===== src/design/ardse_pkg.sv =====
// shared types and constants for the ard squared-exponential kernel element
// no dependencies
`timescale 1ns / 1ps
package ardse_pkg;

  localparam int NUM_WEIGHTS = 6;
  localparam int SUM_W       = 40;
  localparam logic [16:0] LOG2E_Q16 = 17'd94548;

  // configuration register indexes
  localparam logic [3:0] CFG_SCALE = 4'd0;
  localparam logic [3:0] CFG_DIMS  = 4'd1;
  localparam logic [3:0] CFG_W0    = 4'd2;
  localparam logic [3:0] CFG_W1    = 4'd3;
  localparam logic [3:0] CFG_W2    = 4'd4;
  localparam logic [3:0] CFG_W3    = 4'd5;
  localparam logic [3:0] CFG_W4    = 4'd6;
  localparam logic [3:0] CFG_W5    = 4'd7;

  typedef struct packed {
    logic signed [15:0] x_coord;
    logic signed [15:0] y_coord;
    logic               last_dim;
  } in_item_t;

  typedef struct packed {
    logic [31:0] kernel_value;
    logic        count_error;
  } out_item_t;

  // classified request handed from front to back
  typedef struct packed {
    logic [15:0] mag;
    logic        last;
  } work_t;

  typedef struct packed {
    logic  valid;
    work_t item;
  } q_head_t;

endpackage


===== src/design/ardse_front.sv =====
// front part: accepts coordinate pairs, forms |x - y| and queues the request
// depends on ardse_pkg
`timescale 1ns / 1ps
module ardse_front (
  input  logic               clk,
  input  logic               rst_n,
  input  logic               in_push,
  output logic               in_full,
  input  ardse_pkg::in_item_t in_data,
  output ardse_pkg::q_head_t head,
  input  logic               head_pop
);
  import ardse_pkg::*;

  work_t       ent_r [2];
  logic        wr_ptr_r, wr_ptr_nxt, rd_ptr_r, rd_ptr_nxt;
  logic [1:0]  cnt_r, cnt_nxt;
  logic signed [16:0] diff;
  logic [16:0] mag;
  logic        do_push, do_pop;

  assign diff    = {in_data.x_coord[15], in_data.x_coord} -
                   {in_data.y_coord[15], in_data.y_coord};
  assign mag     = diff[16] ? 17'(-diff) : 17'(diff);
  assign in_full = (cnt_r == 2'd2);
  assign do_push = in_push && !in_full;
  assign do_pop  = head_pop && (cnt_r != 2'd0);

  assign head.valid = (cnt_r != 2'd0);
  assign head.item  = ent_r[rd_ptr_r];

  always_comb begin
    wr_ptr_nxt = wr_ptr_r ^ do_push;
    rd_ptr_nxt = rd_ptr_r ^ do_pop;
    cnt_nxt    = 2'(cnt_r + {1'b0, do_push} - {1'b0, do_pop});
  end

  always_ff @(posedge clk) begin
    if (!rst_n) begin
      wr_ptr_r <= 1'b0;
      rd_ptr_r <= 1'b0;
      cnt_r    <= 2'd0;
    end else begin
      wr_ptr_r <= wr_ptr_nxt;
      rd_ptr_r <= rd_ptr_nxt;
      cnt_r    <= cnt_nxt;
    end
  end

  always_ff @(posedge clk) begin
    if (do_push) begin
      ent_r[wr_ptr_r].mag  <= mag[15:0];
      ent_r[wr_ptr_r].last <= in_data.last_dim;
    end
  end

endmodule


===== src/design/ardse_back.sv =====
// back part: accumulates the weighted distance and evaluates the exp table
// depends on ardse_pkg
`timescale 1ns / 1ps
module ardse_back #(
  parameter int MAX_DIMS        = 6,
  parameter int EXP_TABLE_DEPTH = 256
) (
  input  logic                clk,
  input  logic                rst_n,
  input  ardse_pkg::q_head_t  head,
  output logic                head_pop,
  input  logic [15:0]         scale,
  input  logic [2:0]          dims_used,
  input  logic [15:0]         weight [ardse_pkg::NUM_WEIGHTS],
  output logic                out_empty,
  input  logic                out_pop,
  output ardse_pkg::out_item_t out_data
);
  import ardse_pkg::*;

  localparam int IW = $clog2(EXP_TABLE_DEPTH);
  localparam int DW = $clog2(EXP_TABLE_DEPTH + 1);

  typedef logic [15:0] tbl_t [EXP_TABLE_DEPTH];

  function automatic logic [63:0] power_q32(input logic [63:0] r);
    logic [63:0] a;
    a = 64'h1_0000_0000;
    for (int i = 0; i < EXP_TABLE_DEPTH; i++) a = (a * r) >> 32;
    return a;
  endfunction

  function automatic tbl_t build_tbl();
    tbl_t        t;
    logic [63:0] lo, hi, mid, a;
    lo = 64'h8000_0000;
    hi = 64'hFFFF_FFFF;
    a  = 64'h1_0000_0000;
    while (hi - lo > 64'd1) begin
      mid = lo + ((hi - lo) >> 1);
      if (power_q32(mid) >= 64'h8000_0000) hi = mid;
      else lo = mid;
    end
    for (int i = 0; i < EXP_TABLE_DEPTH; i++) begin
      t[i] = 16'((a + 64'h1_0000) >> 17);
      a    = (a * hi + 64'h8000_0000) >> 32;
    end
    return t;
  endfunction

  localparam tbl_t EXP_TBL = build_tbl();

  localparam logic [3:0] S_IDLE = 4'd0;
  localparam logic [3:0] S_SQ   = 4'd1;
  localparam logic [3:0] S_TERM = 4'd2;
  localparam logic [3:0] S_ACC  = 4'd3;
  localparam logic [3:0] S_EXP  = 4'd4;
  localparam logic [3:0] S_IDX  = 4'd5;
  localparam logic [3:0] S_TBL  = 4'd6;
  localparam logic [3:0] S_KMUL = 4'd7;
  localparam logic [3:0] S_OUT  = 4'd8;

  logic [3:0]       state_r, state_nxt;
  logic [2:0]       dim_r, dim_nxt;
  logic [SUM_W-1:0] sum_r, sum_nxt;
  logic [15:0]      mag_r;
  logic             last_r, err_r;
  logic [31:0]      sq_r, term_r, s2_r;
  logic [SUM_W-1:0] fin_r;
  logic [37:0]      u_r;
  logic             big_r, zero_r;
  logic [IW-1:0]    idx_r;
  logic [3:0]       n_r;
  logic [15:0]      expv_r;
  logic [47:0]      kp_r, kr;
  logic             out_valid_r;
  out_item_t        out_r;
  logic [15:0]      wsel;
  logic [2:0]       cnt;
  logic [SUM_W:0]   sum_add;
  logic [SUM_W-1:0] sum_sat;
  logic [32+DW-1:0] fprod;
  logic             out_free;

  assign wsel = (32'(dim_r) < MAX_DIMS && 32'(dim_r) < NUM_WEIGHTS) ? weight[dim_r] : 16'd0;
  assign cnt  = (dim_r == 3'd7) ? 3'd7 : 3'(dim_r + 3'd1);
  assign sum_add = {1'b0, sum_r} + {9'd0, term_r};
  assign sum_sat = sum_add[SUM_W] ? {SUM_W{1'b1}} : sum_add[SUM_W-1:0];
  assign fprod   = u_r[31:0] * DW'(EXP_TABLE_DEPTH);
  assign out_free  = !out_valid_r || out_pop;
  assign head_pop  = (state_r == S_IDLE) && head.valid;
  assign out_empty = !out_valid_r;
  assign out_data  = out_r;
  assign kr        = kp_r + 48'h4000;

  always_comb begin
    state_nxt = state_r;
    dim_nxt   = dim_r;
    sum_nxt   = sum_r;
    unique case (state_r)
      S_IDLE: if (head.valid) state_nxt = S_SQ;
      S_SQ:   state_nxt = S_TERM;
      S_TERM: state_nxt = S_ACC;
      S_ACC: begin
        if (last_r) begin
          sum_nxt   = '0;
          dim_nxt   = 3'd0;
          state_nxt = S_EXP;
        end else begin
          sum_nxt   = sum_sat;
          dim_nxt   = cnt;
          state_nxt = S_IDLE;
        end
      end
      S_EXP:  state_nxt = S_IDX;
      S_IDX:  state_nxt = S_TBL;
      S_TBL:  state_nxt = S_KMUL;
      S_KMUL: state_nxt = S_OUT;
      S_OUT:  if (out_free) state_nxt = S_IDLE;
      default: state_nxt = S_IDLE;
    endcase
  end

  always_ff @(posedge clk) begin
    if (!rst_n) begin
      state_r     <= S_IDLE;
      dim_r       <= 3'd0;
      sum_r       <= '0;
      out_valid_r <= 1'b0;
    end else begin
      state_r <= state_nxt;
      dim_r   <= dim_nxt;
      sum_r   <= sum_nxt;
      if (state_r == S_OUT && out_free) out_valid_r <= 1'b1;
      else if (out_pop) out_valid_r <= 1'b0;
    end
  end

  always_ff @(posedge clk) begin
    if (head_pop) begin
      mag_r  <= head.item.mag;
      last_r <= head.item.last;
    end
    sq_r   <= mag_r * mag_r;
    term_r <= 32'((48'(sq_r) * 48'(wsel)) >> 16);
    if (state_r == S_ACC) begin
      fin_r <= sum_sat;
      err_r <= (cnt != dims_used) || (32'(cnt) > MAX_DIMS);
    end
    u_r    <= 38'(fin_r[20:0]) * 38'(LOG2E_Q16);
    big_r  <= (fin_r >= SUM_W'(64'h20_0000));
    s2_r   <= scale * scale;
    idx_r  <= fprod[32 +: IW];
    zero_r <= big_r || (u_r[37:32] >= 6'd16);
    n_r    <= u_r[35:32];
    expv_r <= zero_r ? 16'd0 : (EXP_TBL[idx_r] >> n_r);
    kp_r   <= 48'(s2_r) * 48'(expv_r);
    if (state_r == S_OUT && out_free) begin
      out_r.kernel_value <= kr[46:15];
      out_r.count_error  <= err_r;
    end
  end

endmodule


===== src/design/ard_se_kernel_element.sv =====
// Top level of the ard squared-exponential kernel element.
// Input queue: push one coordinate pair per request while full is low;
// last_dim marks the final dimension of a point pair. Result queue: while
// out_empty is low the kernel value (unsigned Q16.16) and the dimension
// count flag are on out_data; pop takes it.
// Configuration: cfg_valid/cfg_ready with a register index and data;
// ready is always high, writes beyond index 7 are dropped. Write only idle.
// Timing: the front holds two requests. The back sequencer steps through
// square, weight and accumulate on each dimension, and on the last one
// through log2 scaling, table index, table and shift, amplitude multiply
// and output. The back stalls in its output step while the result slot is
// occupied; the front keeps accepting until its two entries are full.
// Reset clears the sum, dimension count, queues and restores register
// defaults; no clearing pass is needed.
// depends on ardse_pkg, ardse_front, ardse_back
`timescale 1ns / 1ps
module ard_se_kernel_element #(
  parameter int MAX_DIMS        = 6,
  parameter int EXP_TABLE_DEPTH = 256
) (
  input  logic                 clk,
  input  logic                 rst_n,
  input  logic                 in_push,
  output logic                 in_full,
  input  ardse_pkg::in_item_t  in_data,
  output logic                 out_empty,
  input  logic                 out_pop,
  output ardse_pkg::out_item_t out_data,
  input  logic                 cfg_valid,
  output logic                 cfg_ready,
  input  logic [3:0]           cfg_index,
  input  logic [15:0]          cfg_data
);
  import ardse_pkg::*;

  logic [15:0] scale_r;
  logic [2:0]  dims_r;
  logic [15:0] weight_r [NUM_WEIGHTS];
  q_head_t     head;
  logic        head_pop;

  assign cfg_ready = 1'b1;

  always_ff @(posedge clk) begin
    if (!rst_n) begin
      scale_r <= 16'd256;
      dims_r  <= 3'd1;
      for (int i = 0; i < NUM_WEIGHTS; i++) weight_r[i] <= 16'd32768;
    end else if (cfg_valid) begin
      case (cfg_index)
        CFG_SCALE: scale_r <= cfg_data;
        CFG_DIMS:  dims_r  <= cfg_data[2:0];
        CFG_W0, CFG_W1, CFG_W2, CFG_W3, CFG_W4, CFG_W5:
          weight_r[3'(cfg_index - CFG_W0)] <= cfg_data;
        default: ;
      endcase
    end
  end

  ardse_front u_front (
    .clk      (clk),
    .rst_n    (rst_n),
    .in_push  (in_push),
    .in_full  (in_full),
    .in_data  (in_data),
    .head     (head),
    .head_pop (head_pop)
  );

  ardse_back #(
    .MAX_DIMS        (MAX_DIMS),
    .EXP_TABLE_DEPTH (EXP_TABLE_DEPTH)
  ) u_back (
    .clk       (clk),
    .rst_n     (rst_n),
    .head      (head),
    .head_pop  (head_pop),
    .scale     (scale_r),
    .dims_used (dims_r),
    .weight    (weight_r),
    .out_empty (out_empty),
    .out_pop   (out_pop),
    .out_data  (out_data)
  );

endmodule


===== config.mk =====
export PLATFORM = sky130hd
export DESIGN_NAME = ard_se_kernel_element
export DESIGN_NICKNAME = d
export VERILOG_FILES = /design/src/design/ardse_pkg.sv /design/src/design/ardse_front.sv /design/src/design/ardse_back.sv /design/src/design/ard_se_kernel_element.sv
export SDC_FILE = /design/constraint.sdc
export NUM_CORES = 2
export LEC_CHECK = 0
export CAP_MARGIN = 20
export CORE_ASPECT_RATIO = 2
export CORE_MARGIN = 3
export CORE_UTILIZATION = 60
export CTS_BUF_LIST = sky130_fd_sc_hd__clkbuf_16
export CTS_CLUSTER_DIAMETER = 80
export DETAILED_ROUTE_END_ITERATION = 7
export DONT_BUFFER_PORTS = 1
export GPL_ROUTABILITY_DRIVEN = 1
export HOLD_SLACK_MARGIN = 0.05
export PLACE_DENSITY = 0.83
export RECOVER_POWER = 25
export SLEW_MARGIN = 25
export SYNTH_ARGS = -nofsm -noshare
export SYNTH_HDL_FRONTEND = slang
export SYNTH_SLANG_ARGS = --single-unit

===== constraint.sdc =====
create_clock -name clk -period 21.6 [get_ports clk]
set_clock_uncertainty 0.05 [all_clocks]
set_input_delay 3.24 -clock clk [delete_from_list [all_inputs] [get_ports clk]]
set_output_delay 3.24 -clock clk [all_outputs]
set_load 0.02 [all_outputs]

### After elaboration in Yosys (flattened, before gate mapping)

Memory sizes are Yosys's and may differ from the RTL's. A register that Yosys moved wholly into a read port is not among the register bits.
Index checks and enable logic that the tools add are counted.

| word-level totals | value |
|---|---|
| input port bits | 58 |
| bits in read-only memories | 4,096 |
| word-level logic and storage cells | 119 |
| bits in registers | 450 |
| memories | 2 |
| RAM bits | 34 |

Memory list:

| memory | words | bits a word | rd ports | clocked after Yosys merged registers in | write ports | RTL line | RTL |
|---|---|---|---|---|---|---|---|
| (no name shown) | 256 | 16 | 1 | 0 | 0 | ardse_back.sv:156 | `expv_r <= zero_r ? 16'd0 : (EXP_TBL[idx_r] >> n_r);` |
| u_front.ent_r | 2 | 17 | 1 | 1 | 1 | ardse_front.sv:15 | `work_t ent_r [2];` |

| operators by class | value |
|---|---|
| bitwise operators | 5 |
| shift-type cells | 1 |
| equality and inequality tests | 20 |
| reductions and logical operators | 19 |
| add/sub/neg operators | 8 |
| mux-type cells | 22 |
| multiply operators | 5 |
| $lt $le $gt $ge | 8 |

Operators by type and width:

| kind | count |
|---|---|
| 2-to-1 mux 16 bit | 7 |
| bitwise mux 96 bit | 1 |
| 2-to-1 mux 40 bit | 2 |
| multiplier 16 x 16 -> 32 bit | 2 |
| binary-select mux 16 bit (select 3 bit) | 1 |
| demux 16 bit (select 3 bit) | 1 |
| multiplier 32 x 16 -> 48 bit | 1 |
| adder 47 x 15 -> 47 bit, second input constant | 1 |
| multiplier 32 x 16 -> 47 bit | 1 |
| adder 40 x 32 -> 41 bit | 1 |
| >= comparator 40 x 22 -> 1 bit, second input constant | 1 |
| multiplier 21 x 15 -> 36 bit, second input constant | 1 |
| one-hot mux 4 bit (9 select lines) | 1 |
| == test 4 x 3 -> 1 bit, second input constant | 8 |
| subtractor 16 x 16 -> 17 bit | 1 |
| == test 4 x 2 -> 1 bit, second input constant | 4 |
| negation 16 bit | 1 |
| >> shifter 16 x 4 -> 16 bit | 1 |
| >= comparator 9 bit, second input constant | 1 |
| 2-to-1 mux 3 bit | 3 |
| inverter 8 -> 9 bit | 1 |
| == test 4 x 1 -> 1 bit, second input constant | 2 |
| >= comparator 4 bit, second input constant | 2 |
| logical NOT 4 bit | 2 |
| other kinds (23) | 41 |

### Logic depth before layout (Yosys ltp)

| logic depth | value |
|---|---|
| word-level depth | 7 |
| depth in mapped cells | 29 |
| gate-level depth less buffers | 26 |

### Cells and area by module

Synthesis repeated with hierarchy kept, for this count alone.

| second synthesis, totals | value |
|---|---|
| cell total of the unflattened synthesis | 7,801 |
| area, all modules | 72,129.2 µm² |

By module, submodules not included:

| module | seq. area each (µm²) | times used | cells an instance | area an instance (µm²) |
|---|---|---|---|---|
| ardse_back | 7,116.8 | 1 | 7,131 | 65,118.7 |
| ard_se_kernel_element | 2,302.2 | 1 | 410 | 4,295.4 |
| ardse_front | 1,121.1 | 1 | 260 | 2,715.1 |

### Least setup slack after synthesis

OpenSTA, ideal clock, no wires.

| path | value |
|---|---|
| path kind | reg-to-reg |
| start point | reg u_back.dim_r[0] |
| end point | reg u_back.term_r[26] |
| cell stages (with the launch flop) | 30 |
| arrival | 7.413 ns |
| clock period less this slack | 7.582 ns |
| required time | 21.431 ns |
| slack | 14.018 ns |
| path buffers | 3 |
| setup time | 0.119 ns |
| path through | dfxtp_1 > buf_2 > buf_1 > mux4_2 > nand2_1 > o21ai_0 > clkbuf_1 > and2_1 > fa_1 > inv_1 > fa_1 > inv_1 > fa_1 > inv_1 > fa_1 > inv_1 > fa_1 > inv_1 > fa_1 > inv_1 > ha_1 > a21oi_1 > o22ai_1 > nor3_1 > o31ai_1 > o211ai_1 > a2111o_1 > a31oi_2 > a31oi_1 > xnor2_1 |

| between the ends | value |
|---|---|
| longest elaborated chain between the ends | 6 |
| elaborated cells on any way between the ends | 7 |

Ends and longest elaborated chain:

| what | RTL line | RTL |
|---|---|---|
| from (decl) | ardse_back.sv:64 | `logic [2:0] dim_r, dim_nxt;` |
| from (signal assigned) | ardse_back.sv:132 | `dim_r <= dim_nxt;` |
| inverter 3 -> 4 bit (not written as such) | ardse_back.sv:85 | `assign wsel = (32'(dim_r) < MAX_DIMS && 32'(dim_r) < NUM_WEIGHTS) ? weight[dim_r] : 16'd0;` |
| binary-select mux 16 bit (select 3 bit) | ardse_back.sv:85 |  |
| 2-to-1 mux 16 bit (not written as such) (2 in a row) | ardse_back.sv:85 |  |
| 2-to-1 mux 16 bit (*) | ardse_back.sv:85 |  |
| multiplier 32 x 16 -> 48 bit (*) | ardse_back.sv:145 | `term_r <= 32'((48'(sq_r) * 48'(wsel)) >> 16);` |
| to (signal assigned) | ardse_back.sv:145 |  |
| to (decl) | ardse_back.sv:68 | `logic [31:0] sq_r, term_r, s2_r;` |

Mark *: on every way between the ends. The rest lies on a longest branch, timed or not. The select of a mux whose other input is x is not followed.
A chain may end at the register's enable or synchronous reset.

### Worst setup path in the final report

| path | value |
|---|---|
| start point | reg u_back.dim_r[1] |
| end point | reg u_back.term_r[24] |

Same word-level chain as after synthesis.

==> results.cfg <==
[finish]
drive_gt1_frac = 0.0377
fin_area_um2 = 74800
regArea_um2 = 10500
nets = 9647
fill_cells = 9591
synthToLayoutAreaGrowth_pct = 3.69
multi_input_area_um2 = 54600

[floorplan]
start_util = 0.606
die_w_um = 251
die_h_um = 496
boundaryPins = 94
core_area_um2 = 119000
die-area_um2 = 125000
num_rows = 179

[global_route]
grt-ovfl-total = 0
antenna_found_initial = 3
grt_start_max_net_pins = 129
first_global_vias = 62500
track_usage = 0.335
grt_first_pass_wirelength_mm = 324

[placed_design]
gp_congestion = 1.05
place_area_um2 = 73300
io_buffers = 0
hpwlAfterDp_mm = 158

[clocking]
cts_tree = yes
clkTransAtPathRegs_ns = 0.07
post_cts_resized = 0
clk_path_buf_depth = 3
cts_setup_buffers = 0
clock_sinks = 463
root_buffer = clkbuf_16
htreeDepth = 2
hold_buffers = 0
clk_latency_ns = 0.65
cts_buffers = 47

[detailed_routing]
dr.pass1.iters = 6
wl_per_cell_um = 22.1
wirelength_mm = 205
viasPerCell = 6.07
antenna_left = 0
drtIter0Drc = 3900
drc = 0
num_vias = 56200

[yosys]
syn_area_um2 = 72200
synth-seq-cells = 463
synth_top_flop_cell = dfxtp_1
synth-edff-count = 125
yosysWarnings = 0
synth_fp_nets = 9892
syn_avg_cell_area_um2 = 9.11
syn_inst = 7925
async_flop_share = 0
synth_cell_type_count = 92
synth-seq-area-share = 0.146

[sta]
final.period_utilization = 0.386
final_max_slew_viol_count = 88
setup-tns-final_ns = 0
max_freq_mhz = 120
final-hold-violation-count = 0
setup_viol = 0
rsz0062_at_grt = false
slew-limit-headroom = -0.517
period_minus_slack_ns = 8.35
worst_slew_pin_slew_ns = 2.28

[critical_path]
critPathLaunchType = register
cp.required_ns = 22.06
endpoint_kind = register
crit_fanout = 30
crit_type = reg2reg
cp.arrival_ns = 8.81

[outcome]
violations = max-capacitance violations, max-slew violations
run_status = finished, violations left

[run]
cap_violations = 2

[worst_hold_path]
min_path_type = reg2reg
-- state kept, by name, summed over array words and instances (netlist names), 2 cells and up --
name             cells
dims_r               3
scale_r             16
u_back.dim_r         3
u_back.expv_r       16
u_back.fin_r        40
u_back.idx_r         8
u_back.kp_r         33
u_back.mag_r        16
u_back.n_r           4
u_back.out_data     33
u_back.s2_r         31
u_back.sq_r         31
u_back.state_r       4
u_back.sum_r        40
u_back.term_r       32
u_back.u_r          14
u_front.cnt_r        2
u_front.ent_r       34
weight_r            96
-- metal layers --
layer  global-route usage  part of all wire  wire, um  vias to the layer above
met5                    0           0.00015        31                        -
met4                0.285              0.10     21000                        4
met3               0.0615             0.072     14800                     1208
met2                0.613              0.52    106000                     2746
met1                0.324              0.31     63200                    27900
li1                     -                 -         -                    24400
-- path summary, 6_finish.rpt --
| kind | start | to | slack, ns | cells past startpoint |
|---|---|---|---|---|
| setup / recovery | u_back.dim_r[1] | u_back.term_r[24] | 13.25 | 22 |
| hold / removal | u_back.u_r[26] | u_back.idx_r[2] | 0.28 | 0 |
| setup reg to reg | u_back.dim_r[1] | u_back.term_r[24] | 13.25 | 22 |
| hold reg to reg | u_back.u_r[26] | u_back.idx_r[2] | 0.28 | 0 |
-- kinds of logic (layout without fill, tap and decap cells) --
logic type,after synthesis,after routing,share of synthesized area
AO/OA/AOI/OAI,1014,1014,0.0948
adder cells (fa/ha/maj),1909,1909,0.459
multiplexers,95,95,0.0191
AND/OR/NAND/NOR,2330,2330,0.154
flip-flops,463,463,0.146
buffers and inverters,1882,1676,0.0988
other,1,5,0.0000520
XOR/XNOR,231,231,0.0280
-- placed cells by master (no fill, tap or decap), drive strengths merged, types with 30 or more instances in the layout --
master / n
and3: 33
clkbuf: 54
xnor2: 154
nor2b: 63
mux2i: 34
nand2b: 68
nand3: 85
o21ai: 168
a21o: 82
ha: 677
mux4: 31
a211oi: 53
fa: 1232
buf: 66
nand4: 30
o211ai: 47
a21boi: 113
or2: 36
inv: 1535
nand2: 1127
nor3: 67
edfxtp: 125
mux2: 30
nor2: 224
a31oi: 49
xor2: 77
and2: 516
a21oi: 231
dfxtp: 338
o21a: 37
-- critical path, cell delays in order, from the launching register on --
cell	delay (ns)
dfxtp_1	0.63
nand2b_2	0.62
o21ai_4	0.91
nand2_1	0.19
fa_1	0.56
fa_1	0.53
fa_1	0.52
inv_1	0.06
fa_1	0.49
fa_1	0.51
inv_1	0.06
fa_1	0.48
inv_1	0.04
ha_1	0.39
nand2_1	0.12
o22ai_1	0.23
nor3_1	0.10
o31ai_1	0.26
o211ai_1	0.32
a2111o_1	0.48
a31oi_2	0.32
nand4_1	0.15
o311a_1	0.15
-- area by class of cell --
cell class	count	area share
tap	1538	0.0257
sequential	463	0.141
clock inverter	39	0.00403
timing repair buffer	71	0.00687
inverter	1517	0.0761
multi-input combinational	5580	0.730
antenna	4	0.000134
clock buffer	49	0.0164
-- through the flow --
step	worst slack [ns]	util	hold slack (ns)	instances
after floorplan	14.02	-	0.260	7925
after global routing	12.86	0.628	0.281	9257
after CTS	13.08	0.628	0.278	9257
after detailed placement	13.08	0.615	0.262	9169
after global placement	13.22	0.615	0.261	9169
final	13.25	0.628	0.276	9261
-- Yosys cell counts (13+ instances only) --
cell type,count,area [um^2]
a211oi_1,52,390
a21boi_0,113,848
a21o_1,82,616
a21oi_1,231,1160
a221oi_1,17,149
a22o_1,28,245
a311oi_1,20,175
a31oi_1,48,300
and2_1,514,3220
and3_1,33,206
and4_1,18,158
buf_2,37,185
clkbuf_1,315,1180
dfxtp_1,338,6770
edfxtp_1,125,3750
fa_1,1232,24700
ha_1,677,8470
inv_1,1516,5690
mux2_2,30,338
mux2i_1,34,340
mux4_2,31,698
nand2_1,1127,4230
nand2b_1,68,425
nand3_1,85,425
nand4_1,30,188
nor2_1,222,833
nor2b_1,62,388
nor3_1,66,330
nor3b_1,13,97.6
nor4_1,15,93.8
o211ai_1,47,353
o21a_1,37,278
o21ai_0,163,816
o21bai_1,23,173
o311ai_0,16,140
o31ai_1,16,120
or2_2,35,219
or3_1,13,81.3
xnor2_1,154,1350
xor2_1,77,674
Power is left out: the tool's default activity adds up to more than one toggle a clock period on the data nets, which glitch-free logic cannot reach.
